### src/hw/rtl/fpa_pkg.sv
// fpa_pkg: types, command and fault codes and the saturating fit helper
// for the Q24.8 fixed-point ALU; used by fpa_div_stage and the top level
// no dependencies
package fpa_pkg;

  localparam int DATA_W = 32;
  localparam int FRAC_W = 8;
  localparam int QUO_W  = DATA_W + FRAC_W;
  localparam int PROD_W = 2 * DATA_W;
  localparam int MAG_W  = PROD_W + 1 - FRAC_W;

  localparam logic [DATA_W-1:0] MAX_POS = {1'b0, {(DATA_W-1){1'b1}}};
  localparam logic [DATA_W-1:0] MIN_NEG = {1'b1, {(DATA_W-1){1'b0}}};

  typedef enum logic [3:0] {
    CMD_ADD      = 4'd0,
    CMD_SUB      = 4'd1,
    CMD_MUL      = 4'd2,
    CMD_DIV      = 4'd3,
    CMD_GT       = 4'd4,
    CMD_LT       = 4'd5,
    CMD_GE       = 4'd6,
    CMD_LE       = 4'd7,
    CMD_EQ       = 4'd8,
    CMD_NE       = 4'd9,
    CMD_MIN      = 4'd10,
    CMD_MAX      = 4'd11,
    CMD_TO_INT   = 4'd12,
    CMD_FROM_INT = 4'd13
  } cmd_t;

  localparam logic [1:0] FAULT_NONE = 2'd0;
  localparam logic [1:0] FAULT_DIV0 = 2'd1;
  localparam logic [1:0] FAULT_OVF  = 2'd2;

  typedef struct packed {
    logic [3:0]               command;
    logic signed [DATA_W-1:0] operand_a;
    logic signed [DATA_W-1:0] operand_b;
  } in_item_t;

  typedef struct packed {
    logic signed [DATA_W-1:0] value;
    logic                     truth;
    logic [1:0]               fault;
  } out_item_t;

  // everything one item carries down the pipeline
  typedef struct packed {
    logic [3:0]        cmd;
    logic              neg;
    logic              dz;
    out_item_t         simple;
    logic [DATA_W-1:0] mag_a;
    logic [DATA_W-1:0] mag_b;
    logic [PROD_W-1:0] prod;
    logic [QUO_W-1:0]  num;
    logic [DATA_W-1:0] rem;
    logic [QUO_W-1:0]  quo;
  } pipe_t;

  // apply sign to a magnitude, saturate when it does not fit
  function automatic out_item_t fpa_fit(input logic [MAG_W-1:0] mag, input logic neg);
    logic [MAG_W-1:0] lim;
    out_item_t        res;
    lim = neg ? MAG_W'(MIN_NEG) : MAG_W'(MAX_POS);
    res.truth = 1'b0;
    if (mag > lim) begin
      res.value = neg ? MIN_NEG : MAX_POS;
      res.fault = FAULT_OVF;
    end else begin
      res.value = neg ? -mag[DATA_W-1:0] : mag[DATA_W-1:0];
      res.fault = FAULT_NONE;
    end
    return res;
  endfunction

endpackage

### src/hw/rtl/fpa_div_stage.sv
// fpa_div_stage: one registered step of the restoring divider, one
// quotient bit per stage; depends on fpa_pkg
module fpa_div_stage (
  input  logic          clk,
  input  logic          rst_n,
  input  logic          en,
  input  logic          d_valid,
  input  fpa_pkg::pipe_t d_in,
  output logic          q_valid,
  output fpa_pkg::pipe_t q_out
);

  logic           valid_r;
  fpa_pkg::pipe_t data_r;
  fpa_pkg::pipe_t data_nxt;
  logic [fpa_pkg::DATA_W:0] rem_sh;

  // shift in next dividend bit, subtract divisor when it fits
  always_comb begin
    data_nxt = d_in;
    rem_sh   = {d_in.rem, d_in.num[fpa_pkg::QUO_W-1]};
    data_nxt.num = {d_in.num[fpa_pkg::QUO_W-2:0], 1'b0};
    if (rem_sh >= {1'b0, d_in.mag_b}) begin
      data_nxt.rem = fpa_pkg::DATA_W'(rem_sh - {1'b0, d_in.mag_b});
      data_nxt.quo = {d_in.quo[fpa_pkg::QUO_W-2:0], 1'b1};
    end else begin
      data_nxt.rem = rem_sh[fpa_pkg::DATA_W-1:0];
      data_nxt.quo = {d_in.quo[fpa_pkg::QUO_W-2:0], 1'b0};
    end
  end

  always_ff @(posedge clk) begin
    if (!rst_n) begin
      valid_r <= 1'b0;
    end else if (en) begin
      valid_r <= d_valid;
    end
  end

  always_ff @(posedge clk) begin
    if (en) begin
      data_r <= data_nxt;
    end
  end

  assign q_valid = valid_r;
  assign q_out   = data_r;

endmodule

### config.mk
export PLATFORM = sky130hd
export DESIGN_NAME = fpa_div_stage
export DESIGN_NICKNAME = d
export VERILOG_FILES = /design/src/hw/rtl/fpa_pkg.sv /design/src/hw/rtl/fpa_div_stage.sv
export SDC_FILE = /design/constraint.sdc
export NUM_CORES = 1
export LEC_CHECK = 0
export ABC_AREA = 1
export BUFFER_PORTS_ARGS = -buffer_cell sky130_fd_sc_hd__buf_4
export CELL_PAD_IN_SITES_DETAIL_PLACEMENT = 1
export CELL_PAD_IN_SITES_GLOBAL_PLACEMENT = 2
export CORE_AREA = 2 2 219 221
export DETAILED_ROUTE_END_ITERATION = 16
export DIE_AREA = 0 0 221 223
export PLACE_DENSITY_LB_ADDON = 0.3
export RECOVER_POWER = 100
export SLEW_MARGIN = 15
export SYNTH_ARGS = -nofsm -noshare
export SYNTH_HDL_FRONTEND = slang
export SYNTH_SLANG_ARGS = --single-unit
export TNS_END_PERCENT = 10
### constraint.sdc
create_clock -name clk -period 3.8 [get_ports clk]
set_input_delay 0.57 -clock clk [delete_from_list [all_inputs] [get_ports clk]]
set_output_delay 0.57 -clock clk [all_outputs]
set_load 0.1 [all_outputs]
* Word-level counts from Yosys, hierarchy flattened
Cells that the tools add are included.
Word-level totals: bits in writable memories 0, bits in latches 0, input port bits 285, memory bits (read-only) 0, logic and storage cells 16, memories 0, register bits 281
Cells by class: bitwise operators 0, shifts and indexed selects 0, reduce and logical (&&, ||, !) cells 0, order comparisons 1, add/subtract/negate cells 1, divide/modulo/power cells 0, eq/ne operators 0, mux-type cells 1, multiply operators 0
Operator list (count):
- $mux W72 | 1
- $ge A33 B32 Y1 | 1
- $sub A32 B32 Y32 | 1

* Longest topological paths before layout
depth in word-level cells 2, mapped depth 16

* Worst setup path after synthesis
Ideal clock, no wire load.
path type input -> register, start in d_in[111] (netlist name), end reg data_r (netlist bit q_out[56]), data pin, stages 13, library setup time 0.252 ns, slack 1.615 ns, path buffers 0, arrival time 1.932 ns, required time 3.548 ns, cell sequence inv_1 -> ha_1 -> fa_1 -> inv_1 -> nand3_1 -> nand3_1 -> nand2_1 -> nand3_1 -> nand3_1 -> nand2_1 -> nand2_1 -> nand3_2 -> nand2_1
RTL lines:
- from (decl) | line fpa_div_stage.sv:8 | input fpa_pkg::pipe_t d_in,
- to (signal assigned) | line fpa_div_stage.sv:42 | data_r <= data_nxt;
- to (decl) | line fpa_div_stage.sv:14 | fpa_pkg::pipe_t data_r;

* Worst setup path in the final report
start in en, end reg data_r (netlist bit q_out[144]) (enable)
RTL lines:
- from (decl) | line fpa_div_stage.sv:6 | input logic en,
No word-level cell between the ends.

==> run summary <==
* 567 — number of top-level pins
* 3.620% — Post-Synth Adder-Cell Area
* 12.45 µm² — Post-Syn Area per Cell
* 1251 — number of nets in the synthesized netlist
* 564 — number of buffers inserted by port buffering
* simple AND/OR/NAND/NOR gates — main combinational cell family by area after synthesis
* flip-flop — Worst Setup End Kind
* 9270 — DR vias
* 0% — proportion of synthesized area in mux cells
* in2reg — type of the most critical hold path
* 0 — number of hold buffers added after CTS
* 29 — number of unique standard cell types used by synthesis
* 7.009 nW — leakage power
* 74160 µm — global-route wire length before repair
* 0 — CTS-repair resized insts
* 11610 µm² — synthesized cell area
* 22 — number of antenna violations at the first check in global routing
* 0 — total of endpoints with negative setup slack in the final report
* 0.06 ns — CTS clock-pin slew for the worst setup and hold paths
* 1.056% — XOR/XNOR Fraction of Synth Area
* finished, violations left — status
* 280 — number of enable flip-flop cells after synthesis
* 933 — synthesized instance count
* sky130_fd_sc_hd__clkbuf_1, sky130_fd_sc_hd__edfxtp_1, sky130_fd_sc_hd__nand2_1 — commonest cells after routing, fill and taps aside
* 2 — R2R depth
* 1 — count of maximum capacitance violations
* 3.11 ns — data arrival time of the critical path
* 3.93 ns — data required time of the worst path
* no — RSZ-0062 raised after global routing
* 52840 µm — Post-Route WL
* 21.23% — global routing usage summed across all routing layers
* buffers and inverters — family of cells with the greatest summed delay on the critical path
* 2169 — filler-free cell count of the finished design
* 3 — number of buffers on the longest clock path
* 100 — largest net degree at the start of global routing
* 2 — level count of the clock H-tree
* 0 — count of antenna-violating nets left after detailed routing
* 0 ns — Sum Neg Setup Slack
* 1.54 ns — critical path's largest stage delay
* 0.54 ns — clock latency on the worst-skew pair
* 72.57% — sequential fraction of the synthesis area
* 78.46% — fraction of the cycle the final worst path needs
* 2 — Crit path buffers/inverters
* 221 µm — Die X
* sky130_fd_sc_hd__edfxtp_1 — Yosys top cell by area
* sky130_fd_sc_hd__clkbuf_16 — root buffer cell
* q_valid$_SDFFE_PN0P_ — Reg-to-Reg Start
* 87 — Max Transition Viols Final
* 0% — Async S/R FF share, synth
* 49280 µm² — overall die area
* 2105 — Cell Count Post-Placement
* q_valid$_SDFFE_PN0P_ — worst flop-to-flop path endpoint
* 0 — # Post-CTS Setup Buffers
* yes — clock tree from TritonCTS
* 335.4 MHz — peak clock frequency supported by timing
* 0 — Final Hold Violating Endpoints
* primary input — startpoint type of the worst setup path
* 80 — cell row count
* 47150 µm² — floorplan core area
* 1845 — fin nets
* 4 — count of TritonRoute iterations in the first routing pass
* 620.6 nW/µm² — power density over the cells
* 2.074 ns — slew at the pin closest to its max-slew limit
* 1 — cell depth of the worst min-delay path
* clkbuf_1 -> buf_2 — cells along the critical path
* 20.89% — layout cell share with drive strength beyond 1
* 223 µm — overall die height
* 86 — critical path peak fanout
* 43290 µm — HPWL after detailed placement
* d_in[81] — origin of the worst min-delay path
* -38.24% — relative slew slack
* 0 — Syn. warnings
* sky130_fd_sc_hd__clkbuf_1 — most common library cell in the layout ignoring fill and taps
* 9666 — number of global-route vias before repair
* q_out[82]$_DFFE_PP_ — worst hold path endpoint
* 281 — Seq cells post-synth
* 0 — total congestion overflow
* 2.981 ns — time the final worst path needs with I/O delays and setup
* 15.83% — area share of and/or/nand/nor cells after synthesis
* 4.274 — mean number of vias per cell
* 549 — initial detailed-routing violation count
* 0 — number of DRC violations after detailed routing
* sky130_fd_sc_hd__edfxtp_1 — most instantiated flip-flop cell in the synthesis netlist
* 436.5 µV — Peak VDD IR
* 72.40% — area share of the leading cell type in the synthesized netlist
* 0 ns — Setup Skew
* sky130_fd_sc_hd__edfxtp_1, sky130_fd_sc_hd__nand2_1, sky130_fd_sc_hd__inv_1 — top cells by area, synth
* sky130_fd_sc_hd__buf_2 — critical-path cell with the highest stage delay
* 3.12 ns — reg-to-reg slack, setup
* 0.9066 — routability congestion estimate from global placement
* 24.63% — Initial Utilization
* 35 — number of buffers created by CTS
* in2reg — Critical Setup Path Class
* 281 — clock sinks
* capacitance limit, slew limit — failing checks
* 24.36 µm — Avg WL per Cell
* 42.26% — synthesis-to-layout area growth
* 1.207% — area fraction in compound gates after synthesis
-- logic make-up after synthesis --
group,after synthesis
adder cells (fa/ha/maj),33
flip-flops,281
other,1
AO/OA/AOI/OAI,27
XOR/XNOR,14
AND/OR/NAND/NOR,415
buffers and inverters,162
-- synthesized netlist by cell type, types with 2 or more instances --
| cell | instances |
|---|---|
| sky130_fd_sc_hd__nor3_2 | 3 |
| sky130_fd_sc_hd__nor2_1 | 34 |
| sky130_fd_sc_hd__a21o_1 | 2 |
| sky130_fd_sc_hd__nand3_2 | 11 |
| sky130_fd_sc_hd__inv_1 | 151 |
| sky130_fd_sc_hd__nand4_1 | 3 |
| sky130_fd_sc_hd__edfxtp_1 | 280 |
| sky130_fd_sc_hd__nand3b_1 | 11 |
| sky130_fd_sc_hd__and2_1 | 8 |
| sky130_fd_sc_hd__nor2_2 | 3 |
| sky130_fd_sc_hd__nor3_1 | 6 |
| sky130_fd_sc_hd__ha_1 | 32 |
| sky130_fd_sc_hd__nand2_2 | 3 |
| sky130_fd_sc_hd__a21oi_1 | 22 |
| sky130_fd_sc_hd__buf_12 | 2 |
| sky130_fd_sc_hd__o21ai_0 | 3 |
| sky130_fd_sc_hd__nand2_1 | 274 |
| sky130_fd_sc_hd__nand3_1 | 56 |
| sky130_fd_sc_hd__buf_2 | 7 |
| sky130_fd_sc_hd__xor2_1 | 13 |
-- state kept, by name (all words and copies together), names as in the netlist --
signal,flops
q_out,280
q_valid,1
-- cell type report --
class | count | area [µm²]
tap | 615 | 769.5
fill | 5388 | 30620
multi-input combinational | 490 | 2472
antenna | 3 | 7.507
clock buffer | 45 | 963.4
timing repair buffer | 568 | 3114
sequential | 281 | 8428
clock inverter | 16 | 200.2
inverter | 151 | 566.8
-- metrics by stage --
stage | instance area (µm²) | power [W] | hold slack, ns | utilization, % | setup WS (ns)
3_5_place_dp | 16600 | 0.007174 | 0.5645 | 35.21 | 0.3343
4_1_cts | 17760 | 0.01068 | 0.1477 | 37.68 | 0.9071
2_1_floorplan | 11610 | 0.006198 | 0.6635 | - | 1.615
3_3_place_gp | 16600 | 0.007160 | 0.5264 | 35.21 | 0.3364
5_1_grt | 16510 | 0.01064 | 0.1780 | 35.03 | 0.5465
6_report | 16520 | 0.01025 | 0.2138 | 35.05 | 0.8185
-- where the power goes --
part / switching, W / leakage (nW) / internal, W
registers: 0.0000820 / 2.75 / 0.00373
logic: 0.00258 / 3.69 / 0.000417
clock network: 0.00138 / 0.569 / 0.00207
total: 0.00404 / 7.01 / 0.00622
-- worst max-delay path by stage --
stage / start / endpoint / slack (ns) / cells past startpoint
after floorplan: d_in[111] / q_out[56]$_DFFE_PP_ / 1.62 / 13
after global placement: d_in[199] / q_out[63]$_DFFE_PP_ / 0.34 / 13
after detailed placement: d_in[199] / q_out[63]$_DFFE_PP_ / 0.33 / 13
after CTS: d_in[199] / q_out[63]$_DFFE_PP_ / 0.91 / 13
after global routing: en / q_out[120]$_DFFE_PP_ / 0.55 / 2
final: en / q_out[144]$_DFFE_PP_ / 0.82 / 2
-- routing by layer --
layer / track usage (%) / up-vias / routed length, µm
li1: - / 4303 / -
met3: 8.389 / 88 / 4290
met5: 0 / - / 218
met2: 36.27 / 314 / 26390
met1: 25.42 / 4529 / 20990
met4: 3.962 / 36 / 944
Power figures use the tool's default switching activity.
